[src/hdl/apcu_pkg.sv]
package apcu_pkg;

  // Depth of the command queue between the front and the back end.
  localparam int unsigned QDEPTH = 2;
  localparam int unsigned QAW    = (QDEPTH > 1) ? $clog2(QDEPTH) : 1;
  localparam int unsigned QCW    = $clog2(QDEPTH + 1);

  // Item kinds.
  localparam logic KIND_KEY   = 1'b0;
  localparam logic KIND_CLEAR = 1'b1;

  // Printable range and the keys with special handling.
  localparam logic [6:0] KEY_FIRST_PRINT = 7'h20;
  localparam logic [6:0] KEY_LAST_PRINT  = 7'h7e;
  localparam logic [6:0] KEY_DIGIT_0     = 7'h30;
  localparam logic [6:0] KEY_DIGIT_9     = 7'h39;
  localparam logic [6:0] KEY_EXCLAIM     = 7'h21;
  localparam logic [6:0] KEY_DQUOTE      = 7'h22;
  localparam logic [6:0] KEY_DOLLAR      = 7'h24;
  localparam logic [6:0] KEY_SQUOTE      = 7'h27;
  localparam logic [6:0] KEY_LPAREN      = 7'h28;
  localparam logic [6:0] KEY_RPAREN      = 7'h29;
  localparam logic [6:0] KEY_COMMA       = 7'h2c;
  localparam logic [6:0] KEY_PERIOD      = 7'h2e;
  localparam logic [6:0] KEY_COLON       = 7'h3a;
  localparam logic [6:0] KEY_SEMI        = 7'h3b;
  localparam logic [6:0] KEY_LESS        = 7'h3c;
  localparam logic [6:0] KEY_GREATER     = 7'h3e;
  localparam logic [6:0] KEY_QUESTION    = 7'h3f;
  localparam logic [6:0] KEY_LBRACKET    = 7'h5b;
  localparam logic [6:0] KEY_BACKSLASH   = 7'h5c;
  localparam logic [6:0] KEY_RBRACKET    = 7'h5d;
  localparam logic [6:0] KEY_CARET       = 7'h5e;
  localparam logic [6:0] KEY_UNDERSCORE  = 7'h5f;
  localparam logic [6:0] KEY_BACKTICK    = 7'h60;
  localparam logic [6:0] KEY_LBRACE      = 7'h7b;
  localparam logic [6:0] KEY_RBRACE      = 7'h7d;
  localparam logic [6:0] KEY_TILDE       = 7'h7e;

  // One queued command. A converted command carries a three-byte pattern;
  // rep sends it twice. A two-byte sequence is marked by a zero third byte.
  typedef struct packed {
    logic       conv;
    logic       rep;
    logic [7:0] b0;
    logic [7:0] b1;
    logic [7:0] b2;
  } cmd_t;

  // Maps a printable key to its substitute sequence, given the kept state.
  function automatic cmd_t map_key(input logic [6:0] key, input logic after_digit,
                                   input logic sq_open, input logic dq_open);
    cmd_t c;
    c.conv = 1'b1;
    c.rep  = 1'b0;
    {c.b0, c.b1, c.b2} = 24'h000000;
    case (key)
      KEY_BACKTICK:   {c.b0, c.b1, c.b2} = 24'hc2b700;
      KEY_TILDE:      {c.b0, c.b1, c.b2} = 24'hefbd9e;
      KEY_EXCLAIM:    {c.b0, c.b1, c.b2} = 24'hefbc81;
      KEY_DOLLAR:     {c.b0, c.b1, c.b2} = 24'hefbfa5;
      KEY_CARET: begin
        {c.b0, c.b1, c.b2} = 24'he280a6;
        c.rep = 1'b1;
      end
      KEY_LPAREN:     {c.b0, c.b1, c.b2} = 24'hefbc88;
      KEY_RPAREN:     {c.b0, c.b1, c.b2} = 24'hefbc89;
      KEY_UNDERSCORE: begin
        {c.b0, c.b1, c.b2} = 24'he28094;
        c.rep = 1'b1;
      end
      KEY_LBRACKET:   {c.b0, c.b1, c.b2} = 24'he38090;
      KEY_RBRACKET:   {c.b0, c.b1, c.b2} = 24'he38091;
      KEY_LBRACE:     {c.b0, c.b1, c.b2} = 24'he3808e;
      KEY_RBRACE:     {c.b0, c.b1, c.b2} = 24'he3808f;
      KEY_BACKSLASH:  {c.b0, c.b1, c.b2} = 24'he38081;
      KEY_SEMI:       {c.b0, c.b1, c.b2} = 24'hefbc9b;
      KEY_COLON:      {c.b0, c.b1, c.b2} = 24'hefbc9a;
      KEY_SQUOTE:     {c.b0, c.b1, c.b2} = sq_open ? 24'he28098 : 24'he28099;
      KEY_DQUOTE:     {c.b0, c.b1, c.b2} = dq_open ? 24'he2809c : 24'he2809d;
      KEY_COMMA: begin
        {c.b0, c.b1, c.b2} = 24'hefbc8c;
        c.conv = !after_digit;
      end
      KEY_PERIOD: begin
        {c.b0, c.b1, c.b2} = 24'he38082;
        c.conv = !after_digit;
      end
      KEY_LESS:       {c.b0, c.b1, c.b2} = 24'he3808a;
      KEY_GREATER:    {c.b0, c.b1, c.b2} = 24'he3808b;
      KEY_QUESTION:   {c.b0, c.b1, c.b2} = 24'hefbc9f;
      default:        c.conv = 1'b0;
    endcase
    return c;
  endfunction

endpackage

[src/hdl/apcu_if.sv]
// Input channel: one key press or clear command per word.
interface apcu_in_if;
  logic        valid;
  logic        ready;
  logic        kind;
  logic [15:0] key_code;
  modport source (output valid, output kind, output key_code, input ready);
  modport sink (input valid, input kind, input key_code, output ready);
endinterface

// Output channel: one UTF-8 byte or pass-through marker per word.
interface apcu_out_if;
  logic       valid;
  logic       ready;
  logic       converted;
  logic [7:0] out_byte;
  logic       last;
  modport source (output valid, output converted, output out_byte, output last,
                  input ready);
  modport sink (input valid, input converted, input out_byte, input last,
                output ready);
endinterface

// Configuration channel: write data of the mode register.
interface apcu_cfg_if;
  logic valid;
  logic ready;
  logic chinese_mode;
  modport source (output valid, output chinese_mode, input ready);
  modport sink (input valid, input chinese_mode, output ready);
endinterface

[src/hdl/apcu_front.sv]
module apcu_front (
  input  logic               clk_i,
  input  logic               rst_ni,
  apcu_in_if.sink            in_i,
  apcu_cfg_if.sink           cfg_i,
  input  logic               full_i,
  output logic               push_o,
  output apcu_pkg::cmd_t     cmd_o
);

  logic       mode_q;
  logic       sq_open_q, sq_open_d;
  logic       dq_open_q, dq_open_d;
  logic [6:0] last_key_q, last_key_d;
  logic [6:0] key7;
  logic       printable;
  logic       after_digit;
  logic       accept;
  apcu_pkg::cmd_t cmd;

  // Configuration is always taken.
  assign cfg_i.ready = 1'b1;

  always_ff @(posedge clk_i or negedge rst_ni) begin
    if (!rst_ni) begin
      mode_q <= 1'b1;
    end else if (cfg_i.valid) begin
      mode_q <= cfg_i.chinese_mode;
    end
  end

  // Classification of the incoming key.
  assign key7        = in_i.key_code[6:0];
  assign printable   = (in_i.key_code[15:7] == 9'd0) && (key7 >= apcu_pkg::KEY_FIRST_PRINT) &&
                       (key7 <= apcu_pkg::KEY_LAST_PRINT);
  assign after_digit = (last_key_q >= apcu_pkg::KEY_DIGIT_0) &&
                       (last_key_q <= apcu_pkg::KEY_DIGIT_9);

  always_comb begin
    cmd = '0;
    if (mode_q && printable) begin
      cmd = apcu_pkg::map_key(key7, after_digit, sq_open_q, dq_open_q);
    end
  end

  assign in_i.ready = !full_i;
  assign accept     = in_i.valid && !full_i;
  assign push_o     = accept && (in_i.kind == apcu_pkg::KIND_KEY);
  assign cmd_o      = cmd;

  // Quote flags and last recorded key follow each accepted word.
  always_comb begin
    sq_open_d  = sq_open_q;
    dq_open_d  = dq_open_q;
    last_key_d = last_key_q;
    if (accept) begin
      if (in_i.kind == apcu_pkg::KIND_CLEAR) begin
        sq_open_d  = 1'b1;
        dq_open_d  = 1'b1;
        last_key_d = 7'd0;
      end else if (printable) begin
        if (!cmd.conv) begin
          last_key_d = key7;
        end else if (key7 == apcu_pkg::KEY_SQUOTE) begin
          sq_open_d = !sq_open_q;
        end else if (key7 == apcu_pkg::KEY_DQUOTE) begin
          dq_open_d = !dq_open_q;
        end
      end
    end
  end

  always_ff @(posedge clk_i or negedge rst_ni) begin
    if (!rst_ni) begin
      sq_open_q  <= 1'b1;
      dq_open_q  <= 1'b1;
      last_key_q <= 7'd0;
    end else begin
      sq_open_q  <= sq_open_d;
      dq_open_q  <= dq_open_d;
      last_key_q <= last_key_d;
    end
  end

endmodule

[src/hdl/apcu_queue.sv]
module apcu_queue (
  input  logic           clk_i,
  input  logic           rst_ni,
  input  logic           push_i,
  input  apcu_pkg::cmd_t cmd_i,
  output logic           full_o,
  input  logic           pop_i,
  output logic           empty_o,
  output apcu_pkg::cmd_t head_o
);

  apcu_pkg::cmd_t             mem_q [apcu_pkg::QDEPTH];
  logic [apcu_pkg::QAW-1:0]   wr_ptr_q, rd_ptr_q;
  logic [apcu_pkg::QCW-1:0]   cnt_q, cnt_d;

  assign full_o  = (cnt_q == apcu_pkg::QCW'(apcu_pkg::QDEPTH));
  assign empty_o = (cnt_q == '0);
  assign head_o  = mem_q[rd_ptr_q];

  // Storage is written only at the tail.
  always_ff @(posedge clk_i) begin
    if (push_i) begin
      mem_q[wr_ptr_q] <= cmd_i;
    end
  end

  always_comb begin
    cnt_d = cnt_q;
    if (push_i && !pop_i) begin
      cnt_d = cnt_q + 1'b1;
    end else if (pop_i && !push_i) begin
      cnt_d = cnt_q - 1'b1;
    end
  end

  // Pointers wrap at the queue depth.
  always_ff @(posedge clk_i or negedge rst_ni) begin
    if (!rst_ni) begin
      wr_ptr_q <= '0;
      rd_ptr_q <= '0;
      cnt_q    <= '0;
    end else begin
      cnt_q <= cnt_d;
      if (push_i) begin
        wr_ptr_q <= (wr_ptr_q == apcu_pkg::QAW'(apcu_pkg::QDEPTH - 1)) ? '0 : wr_ptr_q + 1'b1;
      end
      if (pop_i) begin
        rd_ptr_q <= (rd_ptr_q == apcu_pkg::QAW'(apcu_pkg::QDEPTH - 1)) ? '0 : rd_ptr_q + 1'b1;
      end
    end
  end

endmodule

[src/hdl/apcu_back.sv]
module apcu_back (
  input  logic           clk_i,
  input  logic           rst_ni,
  input  logic           empty_i,
  input  apcu_pkg::cmd_t head_i,
  output logic           pop_o,
  apcu_out_if.source     out_o
);

  logic       valid_q;
  logic       conv_q;
  logic [7:0] byte_q;
  logic       last_q;
  logic [1:0] pos_q, pos_d;
  logic       half_q, half_d;
  logic       load;
  logic       last_d;
  logic       seq_end;
  logic [7:0] sel_byte;

  // A new word enters the output register when it is empty or being taken.
  assign load = !empty_i && (!valid_q || out_o.ready);

  // A sequence ends after its third byte, or after its second when the third is zero.
  assign seq_end = (pos_q == 2'd2) || ((pos_q == 2'd1) && (head_i.b2 == 8'd0));
  assign last_d  = !head_i.conv || (seq_end && (!head_i.rep || half_q));
  assign pop_o   = load && last_d;

  always_comb begin
    case (pos_q)
      2'd0:    sel_byte = head_i.b0;
      2'd1:    sel_byte = head_i.b1;
      default: sel_byte = head_i.b2;
    endcase
  end

  // Byte position within the pattern and the repeat half.
  always_comb begin
    pos_d  = pos_q;
    half_d = half_q;
    if (load) begin
      if (last_d) begin
        pos_d  = 2'd0;
        half_d = 1'b0;
      end else if (seq_end) begin
        pos_d  = 2'd0;
        half_d = 1'b1;
      end else begin
        pos_d = pos_q + 2'd1;
      end
    end
  end

  always_ff @(posedge clk_i or negedge rst_ni) begin
    if (!rst_ni) begin
      valid_q <= 1'b0;
      pos_q   <= 2'd0;
      half_q  <= 1'b0;
    end else begin
      pos_q  <= pos_d;
      half_q <= half_d;
      if (load) begin
        valid_q <= 1'b1;
      end else if (out_o.ready) begin
        valid_q <= 1'b0;
      end
    end
  end

  // Output word payload.
  always_ff @(posedge clk_i) begin
    if (load) begin
      conv_q <= head_i.conv;
      byte_q <= head_i.conv ? sel_byte : 8'd0;
      last_q <= last_d;
    end
  end

  assign out_o.valid     = valid_q;
  assign out_o.converted = conv_q;
  assign out_o.out_byte  = byte_q;
  assign out_o.last      = last_q;

endmodule

[src/hdl/ascii_punct_to_cjk_utf8_top.sv]
// Channel | Direction | Word contents
// in_i    | sink      | kind, key_code (one key press or clear command)
// out_o   | source    | converted, out_byte, last (one result byte)
// cfg_i   | sink      | chinese_mode (always ready)
//
// The front end classifies a word in the cycle it is accepted and queues one
// command; a clear word updates state and queues nothing.
// The back end sends one result word per cycle while out_o is ready; a key
// gives 1, 2, 3 or 6 words, and the output register sets the sustained rate.
// Input is accepted while the two-entry command queue has room, so the front
// keeps taking words while the output stalls. Reset is asynchronous and low.
module ascii_punct_to_cjk_utf8_top (
  input  logic       clk_i,
  input  logic       rst_ni,
  apcu_in_if.sink    in_i,
  apcu_cfg_if.sink   cfg_i,
  apcu_out_if.source out_o
);

  logic           push;
  logic           pop;
  logic           full;
  logic           empty;
  apcu_pkg::cmd_t cmd;
  apcu_pkg::cmd_t head;

  apcu_front u_front (
    .clk_i  (clk_i),
    .rst_ni (rst_ni),
    .in_i   (in_i),
    .cfg_i  (cfg_i),
    .full_i (full),
    .push_o (push),
    .cmd_o  (cmd)
  );

  apcu_queue u_queue (
    .clk_i   (clk_i),
    .rst_ni  (rst_ni),
    .push_i  (push),
    .cmd_i   (cmd),
    .full_o  (full),
    .pop_i   (pop),
    .empty_o (empty),
    .head_o  (head)
  );

  apcu_back u_back (
    .clk_i   (clk_i),
    .rst_ni  (rst_ni),
    .empty_i (empty),
    .head_i  (head),
    .pop_o   (pop),
    .out_o   (out_o)
  );

endmodule

[src/flat_wrapper.sv]
// flat-port wrapper written by rule: the top's interface ports become plain ports
module ascii_punct_to_cjk_utf8_top_flat 
  (clk_i, rst_ni, in_i_valid, in_i_kind, in_i_key_code, in_i_ready, cfg_i_valid, cfg_i_chinese_mode, cfg_i_ready, out_o_valid, out_o_converted, out_o_out_byte, out_o_last, out_o_ready);
  apcu_in_if in_i_i ();
  apcu_cfg_if cfg_i_i ();
  apcu_out_if out_o_i ();
  input  logic clk_i;
  input  logic rst_ni;
  input wire logic [$bits(in_i_i.valid)-1:0] in_i_valid;
  input wire logic [$bits(in_i_i.kind)-1:0] in_i_kind;
  input wire logic [$bits(in_i_i.key_code)-1:0] in_i_key_code;
  output wire logic [$bits(in_i_i.ready)-1:0] in_i_ready;
  input wire logic [$bits(cfg_i_i.valid)-1:0] cfg_i_valid;
  input wire logic [$bits(cfg_i_i.chinese_mode)-1:0] cfg_i_chinese_mode;
  output wire logic [$bits(cfg_i_i.ready)-1:0] cfg_i_ready;
  output wire logic [$bits(out_o_i.valid)-1:0] out_o_valid;
  output wire logic [$bits(out_o_i.converted)-1:0] out_o_converted;
  output wire logic [$bits(out_o_i.out_byte)-1:0] out_o_out_byte;
  output wire logic [$bits(out_o_i.last)-1:0] out_o_last;
  input wire logic [$bits(out_o_i.ready)-1:0] out_o_ready;
  assign in_i_i.valid = in_i_valid;
  assign in_i_i.kind = in_i_kind;
  assign in_i_i.key_code = in_i_key_code;
  assign in_i_ready = in_i_i.ready;
  assign cfg_i_i.valid = cfg_i_valid;
  assign cfg_i_i.chinese_mode = cfg_i_chinese_mode;
  assign cfg_i_ready = cfg_i_i.ready;
  assign out_o_valid = out_o_i.valid;
  assign out_o_converted = out_o_i.converted;
  assign out_o_out_byte = out_o_i.out_byte;
  assign out_o_last = out_o_i.last;
  assign out_o_i.ready = out_o_ready;
  ascii_punct_to_cjk_utf8_top u_core (.clk_i(clk_i), .rst_ni(rst_ni), .in_i(in_i_i), .cfg_i(cfg_i_i), .out_o(out_o_i));
endmodule
[config.mk]
export PLATFORM = sky130hd
export DESIGN_NAME = ascii_punct_to_cjk_utf8_top_flat
export DESIGN_NICKNAME = d
export VERILOG_FILES = /design/src/hdl/apcu_pkg.sv /design/src/hdl/apcu_if.sv /design/src/hdl/apcu_front.sv /design/src/hdl/apcu_queue.sv /design/src/hdl/apcu_back.sv /design/src/hdl/ascii_punct_to_cjk_utf8_top.sv /design/src/flat_wrapper.sv
export SDC_FILE = /design/constraint.sdc
export NUM_CORES = 1
export LEC_CHECK = 0
export BUFFER_PORTS_ARGS = -buffer_cell sky130_fd_sc_hd__buf_4
export CAP_MARGIN = 20
export CORE_MARGIN = 2
export CORE_UTILIZATION = 43
export CTS_CLUSTER_SIZE = 12
export DETAILED_ROUTE_END_ITERATION = 10
export GPL_ROUTABILITY_DRIVEN = 1
export PLACE_DENSITY = 0.68
export SYNTH_ARGS = -nofsm -noshare
export SYNTH_HDL_FRONTEND = slang
export SYNTH_SLANG_ARGS = --single-unit
[constraint.sdc]
create_clock -name clk_i -period 2.6 [get_ports clk_i]
set_clock_uncertainty 0.1 [all_clocks]
set_input_delay 0.13 -clock clk_i [delete_from_list [all_inputs] [get_ports clk_i]]
set_output_delay 0.13 -clock clk_i [all_outputs]
set_load 0.02 [all_outputs]
## Word level (Yosys, flattened, before mapping)

Memories as Yosys holds them, arrays and structs flattened.
Cells that the tools add are included.

- Bits in registers: 28
- Bits in writable memories: 52
- Bits of input ports: 23
- Output and inout port bits: 13
- Logic and storage cells: 126
- Memories kept: 1

- $add $sub $neg: 5
- Magnitude comparators: 4
- Equal/unequal tests: 27
- Multiplexer cells: 31
- Bitwise gates (word level): 1
- Reduce and logical (&&, ||, !) cells: 44

Memories:

| name | depth | bits a word | rd ports | clocked after memory_dff | write ports | line | RTL |
|---|---|---|---|---|---|---|---|
| u_core.u_queue.mem_q | 2 | 26 | 1 | 0 | 1 | apcu_queue.sv:12 | `apcu_pkg::cmd_t mem_q [apcu_pkg::QDEPTH];` |

Operators by type and width:

| cell | count |
|---|---|
| $pmux 24 s22 | 1 |
| $eq 7x6->1 const B | 13 |
| $eq 7x7->1 const B | 9 |
| $mux 26 | 1 |
| $mux 7 | 3 |
| $mux 1 | 20 |
| $reduce_or 20->1 | 1 |
| $pmux 8 s2 | 1 |
| $ge 7x6->1 const B | 2 |
| $reduce_bool 2->1 | 7 |
| $logic_and 1x1->1 | 12 |
| $logic_not 1->1 | 10 |
| $logic_not 9->1 | 1 |
| $logic_not 8->1 | 1 |
| $mux 2 | 4 |
| $le 7x6->1 const B | 1 |
| $le 7x7->1 const B | 1 |
| $reduce_and 5->1 | 1 |
| $add 2x1->2 const B | 2 |
| $eq 2x2->1 const B | 2 |
| $logic_not 2->1 | 2 |
| $logic_or 1x1->1 | 4 |
| $ne 2x2->1 const B | 2 |
| $reduce_and 4->1 | 1 |
| 8 further kinds | 10 |

## Logic depth before layout (Yosys ltp)

Gate-level depths: netlist of the first run.
An unclocked memory read counts as a cell.

- Depth in word-level cells: 10
- Depth in mapped cells: 9
- Gate-level depth less buffers: 9

## Modules after synthesis

Synthesis of the first run repeated with hierarchy kept, for this count alone.

- Cells, all modules: 361
- Area, all modules: 4339.2 um^2

By module, submodules not included:

| module | instances | cells each | area an instance (um^2) | sequential area each (um^2) |
|---|---|---|---|---|
| apcu_queue | 1 | 97 | 2163.3 | 1661.6 |
| apcu_front | 1 | 200 | 1438.9 | 229.0 |
| apcu_back | 1 | 64 | 737.0 | 400.4 |

## Least setup slack after synthesis of the first run

Ideal clock, no wire load.

- Path type: reg-to-reg
- Start point: register u_core.u_queue.cnt_q[0] (netlist bit)
- End point: memory u_core.u_queue.mem_q[0][0] (netlist bit), enable pin
- Library setup time: 0.406 ns
- Data arrival time: 2.102 ns
- Data required time: 2.094 ns
- Setup slack: -0.008 ns
- Cell stages (with the launch flop): 6
- Path buffers: 2
- Clock period less this slack: 2.608 ns
- Path through: dfrtp_1 nand2b_1 nand2_1 buf_6 buf_6 nor3_1

- Longest elaborated chain between the ends: 6

RTL lines:

| item | line | RTL |
|---|---|---|
| start, declared | apcu_queue.sv:14 | `logic [apcu_pkg::QCW-1:0] cnt_q, cnt_d;` |
| start signal, assigned | apcu_queue.sv:43 | `cnt_q <= cnt_d;` |
| $eq 2x2->1 | apcu_queue.sv:16 | `assign full_o = (cnt_q == apcu_pkg::QCW'(apcu_pkg::QDEPTH));` |
| $logic_not 1->1 | - |  |
| net in_i_ready | flat_wrapper.sv:12 | `output wire logic [$bits(in_i_i.ready)-1:0] in_i_ready;` |
| $logic_and 1x1->1 | apcu_front.sv:47 | `assign accept = in_i.valid && !full_i;` |
| $logic_and 1x1->1 | apcu_front.sv:48 | `assign push_o = accept && (in_i.kind == apcu_pkg::KIND_KEY);` |
| $mux 1 | apcu_queue.sv:22 | `if (push_i) begin` |
| $mux 1 (implied by the code) | apcu_queue.sv:23 | `mem_q[wr_ptr_q] <= cmd_i;` |
| end, declared | apcu_queue.sv:12 |  |

The timed path passes the listed nets, and every way through them passes these cells.

## Worst setup path after layout of the first run

- Start point: memory u_core.u_queue.mem_q[0][2] (netlist bit)
- End point: register u_core.u_queue.cnt_q[1] (netlist bit)

- Longest elaborated chain between the ends: 10
- Elaborated cells on any way between the ends: 12
- Classes of those cells: mux: 1; reduce/logical: 10; memory: 1

RTL lines:

| item | line | RTL |
|---|---|---|
| $mem_v2 2x26 (*) | - |  |
| $logic_not 8->1 (*) | apcu_back.sv:25 | `assign seq_end = (pos_q == 2'd2) \|\| ((pos_q == 2'd1) && (head_i.b2 == 8'd0));` |
| $logic_and 1x1->1 (*) | apcu_back.sv:25 |  |
| $logic_or 1x1->1 (*) | apcu_back.sv:25 |  |
| $logic_and 1x1->1 (*) | apcu_back.sv:26 | `assign last_d = !head_i.conv \|\| (seq_end && (!head_i.rep \|\| half_q));` |
| $logic_or 1x1->1 (*) | apcu_back.sv:26 |  |
| $logic_and 1x1->1 (*) | apcu_back.sv:27 | `assign pop_o = load && last_d;` |
| $logic_not 1->1 | apcu_queue.sv:29 | `if (push_i && !pop_i) begin` |
| $logic_and 1x1->1 | apcu_queue.sv:29 |  |
| $mux 2 or $reduce_bool 2->1 (tied branches) | - |  |

Every way passes the cells marked *; elsewhere a longest branch is shown, timed or not.
A chain may end at the register's enable or synchronous reset.

==> impl_metrics.ini, run 1 <==
[setup_path]
cp_slowest_cell = or4_1
critPathKind = flop to flop
cpPeakStageDelay_ns = 0.53
required_ns = 2.77
crit_family = simple AND/OR/NAND/NOR gates
crit_arrival_ns = 2.59
cp_cell_sequence = or4_1, o41ai_2, a311oi_1, or3_1, ha_1, xor2_1, nor2_1, xor2_1
end_kind = flop
crit_path_frequent_cell = xor2_1
cp_num_buf_inv = 0
cp_max_fo = 2
critPathLaunchType = flop

[global_routing]
grt_pass1_vias = 2492
antenna_found_initial = 0
grt_start_max_net_pins = 24
grt_pass1_wl_um = 12200
grt_use_total = 0.183
grt_overflow_total = 0

[final_layout]
areaGrowthSynthToFinish_pct = 17.5
n_antenna_cell = 0
finalNetCount = 373
drive_above_1_share = 0.254
layoutNonFillerInstCount = 453

[placement]
hpwl_um = 5170
place_inst = 433
portBuffers = 34
globalplace.congestion = 0.856
pre_cts_ws_ns = 0.0844

[synth]
synthSimpleGateAreaFrac = 0.198
synthArstFlopShare = 0.298
synth-edff-count = 40
ys_ff_latch = 57
ys_types = 65
muxShareOfSynthArea = 0.0559
synth-adder-area-share = 0.0150
syn_inst = 306
yosys_warnings = 0
syn-cell-area_mm2 = 0.00334
syn_avg_cell_area_um2 = 10.9
synth_xor_area_frac = 0.0262
syn_nets = 333
synth_top_family_by_area = simple AND/OR/NAND/NOR gates
ys_seq_area_frac = 0.489
ys.flop_type = edfxtp_1
synth_compound_area_frac = 0.159

[floorplan]
top_level_ports = 36
core_mm2 = 0.00761
initial_core_util = 0.439
die_area_mm2 = 0.00848
die_y_um = 92.1
die_width_um = 92.1
rows = 32

[timing]
min_period_over_period = 0.933
final.setup.tns_ns = 0
final.min_clock_period_ns = 2.43
final-setup-viol-count = 0
slew_headroom = 0.644
finalWorstSetupSlack_ns = 0.173
worst_pin_slew_ns = 0.528
rsz0062_at_grt = false
hold_viol_final = 0
fmax_ghz = 0.412
drv_slew = 0

[routing]
routedWlPerCell_um = 15.8
first_pass_iters = 4
drt_iter0_drc = 101
antenna_left = 0
wl_um = 7140
vias = 2525
drc = 0
avgViaCountPerCell = 5.57

[power_and_ir_drop]
p_switching_mw = 1.12
clkPwrFrac = 0.231
switching_share = 0.330
p_per_area_mw_per_mm2 = 863
pwr-share-seq = 0.420
intPower_mw = 2.27
ir_drop_mv = 0.294
combPwrFrac = 0.349
p_leak_nw = 1.46

[clock_network]
clkSlewWorstSetupHoldPaths_ns = 0.07
htreeDepth = 3
cts_buffers = 9
clk_latency_ns = 0.33
cts_setup_buffers = 0
clockRootBuffer = clkbuf_8
cts_tree = yes
clock-sinks = 57
cts_buffer_depth = 2

[job]
drv_cap = 0

[outcome]
status = finished clean

[worst_hold_path]
hp-class = input pin to flop
==> placed cells by master, fill, tap and decap left out, types with 3 or more instances in the layout <==
cell | synthesis | layout
or4_1 | 5 | 5
ha_1 | 4 | 4
buf_4 | 2 | 47
mux2i_1 | 4 | 4
o22ai_1 | 4 | 4
dlygate4sd3_1 | 0 | 4
inv_1 | 12 | 12
clkbuf_8 | 0 | 11
nand3_1 | 12 | 12
a22oi_1 | 5 | 5
nand4_1 | 4 | 4
nor2_1 | 25 | 25
o21ai_0 | 8 | 8
a221o_1 | 6 | 6
nor2b_1 | 5 | 5
nand3b_1 | 3 | 3
a21oi_1 | 16 | 16
and2_1 | 3 | 3
nor4_1 | 3 | 3
nor3_1 | 11 | 10
o2111ai_1 | 3 | 3
dfstp_2 | 3 | 3
edfxtp_1 | 40 | 40
dfrtp_1 | 14 | 14
nor3b_1 | 11 | 11
mux2_2 | 13 | 13
xor2_1 | 4 | 4
nand2_1 | 16 | 16
xnor2_1 | 6 | 6
nand2b_1 | 4 | 4
==> layer usage <==
layer / global-route usage / vias to the layer above / wire [um]
met5: 0 / - / 0
met4: 0.0672 / 0 / 130
met3: 0.0427 / 13 / 317
met2: 0.309 / 77 / 3590
met1: 0.228 / 1198 / 3110
li1: - / 1237 / -
==> per-stage QoR <==
stage          hold slack [ns]  power [mW]  instance area [um^2]   util
3_3_place_gp           -0.0919        2.57                  3680  0.484
2_1_floorplan           -0.266        2.24                  3340      -
4_1_cts                 0.0290        3.41                  3910  0.514
6_report                0.0434        3.38                  3920  0.515
3_5_place_dp           -0.0798        2.61                  3680  0.484
5_1_grt                 0.0588        3.59                  3920  0.515
==> worst paths after layout <==
path / startpoint / to / slack (ns) / cells past startpoint
min in group asynchronous: rst_ni / u_core.u_back.pos_q[0] / 0.09 / 2
min reg2reg: u_core.u_back.out_o.valid / u_core.u_back.out_o.valid / 0.40 / 2
max in group asynchronous: rst_ni / u_core.u_front.sq_open_q / 2.04 / 2
min: in_i_kind / u_core.u_front.dq_open_q / 0.04 / 3
max: u_core.u_queue.mem_q[0][2] / u_core.u_queue.cnt_q[1] / 0.17 / 8
max reg2reg: u_core.u_queue.mem_q[0][2] / u_core.u_queue.cnt_q[1] / 0.17 / 8
==> cell families (layout without fill, tap and decap cells) <==
logic type               count (synthesis)  count (layout)
AO/OA/AOI/OAI                           68              68
buffers and inverters                   34              79
flip-flops                              57              57
AND/OR/NAND/NOR                        115             115
other                                    1               1
XOR/XNOR                                10              10
adder cells (fa/ha/maj)                  4               4
multiplexers                            17              17
==> flip-flops by register name, summed over array words and instances (netlist names) <==
name and flops:
u_core.u_back.out_o.out_byte 8, u_core.u_back.out_o.last 1, u_core.u_back.half_q 1, u_core.u_front.dq_open_q 1, u_core.u_front.sq_open_q 1, u_core.u_back.out_o.valid 1
u_core.u_front.mode_q 1, u_core.u_queue.wr_ptr_q 1, u_core.u_front.last_key_q 6, u_core.u_back.pos_q 2, u_core.u_back.out_o.converted 1, u_core.u_queue.cnt_q 2
u_core.u_queue.rd_ptr_q 1, u_core.u_queue.mem_q 30
==> worst register-to-register path, stage by stage (launching register included) <==
cell and delay (ns):
edfxtp_1 0.39, or4_1 0.53, o41ai_2 0.21, a311oi_1 0.15, or3_1 0.37, ha_1 0.22, xor2_1 0.14, nor2_1 0.11
xor2_1 0.14
==> power by group through the flow <==
| stage | logic (mW) | registers (mW) | clock network, mW |
|---|---|---|---|
| 2_1_floorplan | 0.729 | 1.51 | 0 |
| 3_3_place_gp | 1.14 | 1.43 | 0 |
| 3_5_place_dp | 1.17 | 1.43 | 0 |
| 4_1_cts | 1.19 | 1.42 | 0.802 |
| 5_1_grt | 1.30 | 1.45 | 0.840 |
| 6_report | 1.18 | 1.42 | 0.783 |
==> layout make-up <==
class	count	area, um^2
multi-input combinational	215	1530
timing repair buffer	51	393
clock inverter	2	10.0
inverter	12	45.0
clock buffer	14	184
sequential	57	1630
fill	708	3690
tap	102	128
==> what timing repair did <==
action / 4_1_cts / 5_1_grt
hold buffers: 4 / 0
endpoints found under the hold margin: 19 / 0
gates resized for setup: 0 / 1
setup endpoints to repair: 0 / 1
==> synthesized netlist by cell type, types with 2 or more instances <==
cell	count	area (um^2)
nand2_1	16	60.1
nor4_1	3	18.8
dfstp_2	3	78.8
nand3_1	12	60.1
a31oi_1	2	12.5
nand4_1	4	25.0
o21a_1	2	15.0
nor2b_1	5	31.3
o22ai_1	4	25.0
ha_1	4	50.1
a211oi_1	2	15.0
dfrtp_1	14	350
nor3_1	11	55.1
buf_2	6	30.0
buf_1	3	11.3
o31ai_1	2	15.0
and2_1	3	18.8
edfxtp_1	40	1200
and4_1	2	17.5
mux2_2	13	146
a21o_1	2	15.0
a22oi_1	5	37.5
a221o_1	6	60.1
nor3b_1	11	82.6
buf_6	6	67.6
o2111a_1	2	22.5
and3_1	2	12.5
a21oi_1	16	80.1
or4_1	5	37.5
nand3b_1	3	22.5
inv_1	12	45.0
nor2_1	25	93.8
mux2i_1	4	40.0
o2111ai_1	3	26.3
xor2_1	4	35.0
nand2b_1	4	25.0
buf_4	2	15.0
xnor2_1	6	52.6
o21ai_0	8	40.0
clkbuf_1	4	15.0
(Power assumes the default switching activity.)
==> run 2, diff against run 1 <==
--- a/config.mk
+++ b/config.mk
@@ -7,12 +7,14 @@
 export LEC_CHECK = 0
 export BUFFER_PORTS_ARGS = -buffer_cell sky130_fd_sc_hd__buf_4
 export CAP_MARGIN = 20
+export CELL_PAD_IN_SITES_DETAIL_PLACEMENT = 0
+export CELL_PAD_IN_SITES_GLOBAL_PLACEMENT = 1
 export CORE_MARGIN = 2
 export CORE_UTILIZATION = 43
-export CTS_CLUSTER_SIZE = 12
+export CTS_CLUSTER_SIZE = 16
 export DETAILED_ROUTE_END_ITERATION = 10
 export GPL_ROUTABILITY_DRIVEN = 1
-export PLACE_DENSITY = 0.68
+export PLACE_DENSITY = 0.78
 export SYNTH_ARGS = -nofsm -noshare
 export SYNTH_HDL_FRONTEND = slang
 export SYNTH_SLANG_ARGS = --single-unit
==> constraint.sdc (replaced) <==
create_clock -name clk_i -period 2.3 [get_ports clk_i]
set_clock_uncertainty 0.1 [all_clocks]
set_input_delay 0.115 -clock clk_i [delete_from_list [all_inputs] [get_ports clk_i]]
set_output_delay 0.115 -clock clk_i [all_outputs]
set_load 0.02 [all_outputs]
==> run 2 against run 1 <==
Net effect: cell count is 2.4% higher; sequential power increased by 13%; routed wire length is 3.7% higher; the flow now finishes with violations (setup timing); maximum frequency shrank 0.59%; global-route usage rose by 0.33 points; cell area rose by 4.1%; largest power group unchanged; hold slack got worse by 0.015 ns; sequential cell count stayed put; register-to-register slack worse by 0.31 ns.
==> impl_metrics.ini, run 2 (synthesis gave the netlist of run 1 again) <==
[setup_path]
cp_slowest_cell = or4_4
critPathKind = flop to flop
critPathLaunchType = flop
required_ns = 2.46
end_kind = flop
cp_num_buf_inv = 0
cp_cell_sequence = or4_4, o41ai_4, a311oi_2, or3_4, ha_4, xor2_2, nor2_1, xor2_1
r2r_slack_ns = -0.14
cpPeakStageDelay_ns = 0.55
cp_max_fo = 2
crit_family = simple AND/OR/NAND/NOR gates
crit_arrival_ns = 2.60

[timing]
rsz0062_at_grt = true
finalWorstSetupSlack_ns = -0.141
slew_headroom = 0.579
worst_pin_slew_ns = 0.627
min_period_over_period = 1.06
holdWs_ns = 0.0283
fmax_ghz = 0.410
drv_slew = 0
hold_viol_final = 0
final.min_clock_period_ns = 2.44
final-setup-viol-count = 1
final.setup.tns_ns = -0.141

[clock_network]
cts_buffer_depth = 2
cts_tree = yes
clock-sinks = 57
clockRootBuffer = clkbuf_8
clk_latency_ns = 0.33
htreeDepth = 3
clkSlewWorstSetupHoldPaths_ns = 0.07
cts_buffers = 9

[power_and_ir_drop]
power_mw = 4.05
combPwrFrac = 0.352
p_switching_mw = 1.30
clkPwrFrac = 0.249
intPower_mw = 2.74
p_leak_nw = 1.54
switching_share = 0.322
pwr-share-seq = 0.399
ir_drop_mv = 0.369
p_per_area_mw_per_mm2 = 992

[final_layout]
n_antenna_cell = 0
largest-register = u_core.u_queue.mem_q
finalNetCount = 384
largest_reg_flops = 30
areaGrowthSynthToFinish_pct = 22.2
layout_commonest_cell = buf_4
layout_common_cells = 58 x buf_4, 40 x edfxtp_1, 25 x nor2_1
drive_above_1_share = 0.296

[outcome]
status = finished, violations left
violations = setup timing

[global_routing]
grt_pass1_wl_um = 12400
grt_use_total = 0.186
antenna_found_initial = 0
grt_start_max_net_pins = 20
grt_overflow_total = 0
grt_pass1_vias = 2500

[floorplan]
die_y_um = 92.1
die_area_mm2 = 0.00848
top_level_ports = 36
die_width_um = 92.1
rows = 32
initial_core_util = 0.439
core_mm2 = 0.00761

[routing]
antenna_left = 0
vias = 2585
avgViaCountPerCell = 5.57
first_pass_iters = 4
drt_iter0_drc = 108
routedWlPerCell_um = 16.0
wl_um = 7410
drc = 0

[placement]
portBuffers = 34
hpwl_um = 5400
globalplace.congestion = 0.974

[worst_hold_path]
hp-class = input pin to flop

[job]
drv_cap = 0
[run 2: cell count changes in the layout (fill, tap and decap cells not counted), sizes merged]
cell      previous run  this run
buf                 47        58
bufinv               0         1
clkbuf              14        12
clkinvlp             0         1
[run 2: metal layers]
layer  vias to the layer above  part of all wire  wire length, um  track usage
met2                        65              0.51             3760        0.326
met4                         0             0.020              150       0.0622
met3                        13             0.038              284       0.0353
met5                         -                 0                0            0
li1                       1260                 -                -            -
met1                      1247              0.43             3220        0.230
[run 2: final cells by class]
class,instances,area [um^2]
fillers,688,3530
well taps,102,128
inverters,12,45.0
flip-flops and latches,57,1630
clock buffers,12,176
clock inverters,4,47.5
repair buffers,62,475
multi-input cells,215,1580
[run 2: per-stage QoR]
stage	instances	cell area [um^2]	setup WS (ns)	utilization
global placement	443	3770	-0.186	0.495
detailed placement	443	3770	-0.217	0.495
CTS	464	4070	-0.137	0.535
floorplan	306	3360	-0.110	-
finish	464	4080	-0.141	0.536
global route	464	4080	-0.269	0.536
[run 2: path summary, 6_finish.rpt]
path,startpoint,to,cells after the start
min in group asynchronous,rst_ni,u_core.u_queue.cnt_q[1],2
worst min-delay path,in_i_kind,u_core.u_front.sq_open_q,3
worst min register to register,u_core.u_front.dq_open_q,u_core.u_front.dq_open_q,2
worst max-delay path,u_core.u_queue.mem_q[0][0],u_core.u_queue.cnt_q[1],8
max in group asynchronous,rst_ni,u_core.u_front.mode_q,2
worst max register to register,u_core.u_queue.mem_q[0][0],u_core.u_queue.cnt_q[1],8
[run 2: worst min-delay path, cell delays in order]
cell and delay [ns]:
buf_4 0.17, o21ai_0 0.08, nand3_1 0.08
[run 2: repair_timing]
action | in CTS | in global routing
hold buffers | 4 | 0
gates resized for setup | 4 | 1
hold endpoints to repair | 19 | 0
pin swaps | 1 | 1
setup endpoints to repair | 2 | 2
setup buffers | 1 | 0
[run 2: power groups by stage]
| stage | clock network [mW] | registers (mW) | logic, mW |
|---|---|---|---|
| after detailed placement | 0 | 1.63 | 1.38 |
| after floorplan | 0 | 1.71 | 0.838 |
| after global routing | 1.08 | 1.65 | 1.57 |
| after CTS | 1.03 | 1.61 | 1.42 |
| after global placement | 0 | 1.61 | 1.37 |
| final | 1.01 | 1.61 | 1.42 |
==> run 3, diff against run 2 <==
--- a/config.mk
+++ b/config.mk
@@ -15,6 +15,7 @@
 export DETAILED_ROUTE_END_ITERATION = 10
 export GPL_ROUTABILITY_DRIVEN = 1
 export PLACE_DENSITY = 0.78
+export RECOVER_POWER = 100
 export SYNTH_ARGS = -nofsm -noshare
 export SYNTH_HDL_FRONTEND = slang
 export SYNTH_SLANG_ARGS = --single-unit
==> run 3 against run 2 <==
Net effect: the run still ends with setup timing left; routed wire length rose by 0.62%; register-to-register slack barely moved; cell count did not move; clock power barely moved; power fell by 2.7%; setup slack barely moved; critical endpoint unchanged; largest power group unchanged.
==> impl_metrics.ini, run 3 (synthesis gave the netlist of run 1 again) <==
[timing]
drv_slew = 0
worst_pin_slew_ns = 1.00
slew_headroom = 0.332
min_period_over_period = 1.06
holdWs_ns = 0.0218
hold_viol_final = 0
final.setup.tns_ns = -0.142
finalWorstSetupSlack_ns = -0.142
final-setup-viol-count = 1
fmax_ghz = 0.410
rsz0062_at_grt = true
final.min_clock_period_ns = 2.44

[job]
drv_cap = 0

[floorplan]
die_y_um = 92.1
top_level_ports = 36
die_width_um = 92.1
initial_core_util = 0.439
die_area_mm2 = 0.00848
rows = 32
core_mm2 = 0.00761

[final_layout]
drive_above_1_share = 0.246
n_antenna_cell = 0
layout_commonest_cell = edfxtp_1
largest-register = u_core.u_queue.mem_q
layout_common_cells = 40 x edfxtp_1, 39 x buf_4, 25 x nor2_1
areaGrowthSynthToFinish_pct = 19.6
finalNetCount = 384
post-route-util = 0.525
largest_reg_flops = 30

[clock_network]
clkSlewWorstSetupHoldPaths_ns = 0.07
clock-sinks = 57
htreeDepth = 3
cts_buffer_depth = 2
clk_latency_ns = 0.33
clockRootBuffer = clkbuf_8
cts_buffers = 9
cts_tree = yes

[setup_path]
reg2reg_to = u_core.u_queue.cnt_q[1]
end_kind = flop
reg2reg_from = u_core.u_queue.mem_q[0][0]
r2r_slack_ns = -0.14
critPathLaunchType = flop
crit_arrival_ns = 2.60
critPathKind = flop to flop
setup.worst_path.end = u_core.u_queue.cnt_q[1]
cp_max_fo = 2
r2r_cells = 8
worstSetupStartpoint = u_core.u_queue.mem_q[0][0]
required_ns = 2.46

[routing]
wl_um = 7450
drc = 0
first_pass_iters = 4
antenna_left = 0
drt_iter0_drc = 110
vias = 2585
routedWlPerCell_um = 16.1
avgViaCountPerCell = 5.57

[outcome]
violations = setup timing
status = finished, violations left

[global_routing]
grt_pass1_wl_um = 12400
grt_overflow_total = 0
antenna_found_initial = 0
grt_start_max_net_pins = 20
grt_pass1_vias = 2500
grt_use_total = 0.186

[placement]
pre_cts_ws_ns = -0.217
globalplace.congestion = 0.974
hpwl_um = 5400
portBuffers = 34

[power_and_ir_drop]
p_per_area_mw_per_mm2 = 986
ir_drop_mv = 0.366
p_leak_nw = 1.48
power_mw = 3.94

[worst_hold_path]
hp-class = input pin to flop
-- run 3: report_power, final --
group	switching (mW)	total (mW)	internal (mW)
logic	0.754	1.31	0.560
clock network	0.389	1.01	0.621
registers	0.157	1.61	1.46
total	1.30	3.94	2.64
-- run 3: worst min path at each step --
stage / to / from / slack, ns / depth (start not counted)
2_1_floorplan: u_core.u_back.half_q / rst_ni / -0.28 / 0
3_5_place_dp: u_core.u_back.pos_q[0] / rst_ni / -0.10 / 1
5_1_grt: u_core.u_front.sq_open_q / in_i_kind / 0.04 / 3
4_1_cts: u_core.u_front.sq_open_q / in_i_kind / 0.02 / 3
3_3_place_gp: u_core.u_back.pos_q[1] / rst_ni / -0.10 / 1
6_report: u_core.u_front.sq_open_q / in_i_kind / 0.02 / 3
-- run 3: through the flow --
stage          instances  instance area [um^2]
6_report             464                  3990
5_1_grt              464                  3990
2_1_floorplan        306                  3360
3_3_place_gp         443                  3770
4_1_cts              464                  4070
3_5_place_dp         443                  3770
-- run 3: cell type report --
type	instances	area, um^2
inverter	12	45.0
timing repair buffer	62	412
multi-input combinational	215	1550
clock buffer	12	176
fill	708	3620
tap	102	128
sequential	57	1630
clock inverter	4	47.5
-- run 3: critical path, cell delays in order, from the launching register on --
cell	delay, ns
edfxtp_1	0.38
or4_4	0.55
o41ai_4	0.23
a311oi_2	0.16
or3_4	0.37
ha_4	0.18
xor2_2	0.14
nor2_1	0.11
xor2_1	0.15
-- run 3: routing by layer --
layer | wire (um) | part of all wire | vias to the layer above | global-route usage
met4 | 150 | 0.020 | 0 | 0.0622
li1 | - | - | 1257 | -
met2 | 3790 | 0.51 | 67 | 0.326
met1 | 3220 | 0.43 | 1248 | 0.230
met5 | 0 | 0 | - | 0
met3 | 296 | 0.040 | 13 | 0.0353
-- run 3: timing repair --
item / in CTS / in global routing
gates resized for setup: 4 / 1
pin swaps: 1 / 1
gates cloned: 0 / 0
hold buffers: 4 / 0
buffers inserted: 1 / 0
endpoints found under the setup margin: 2 / 2
hold endpoints to repair: 19 / 0
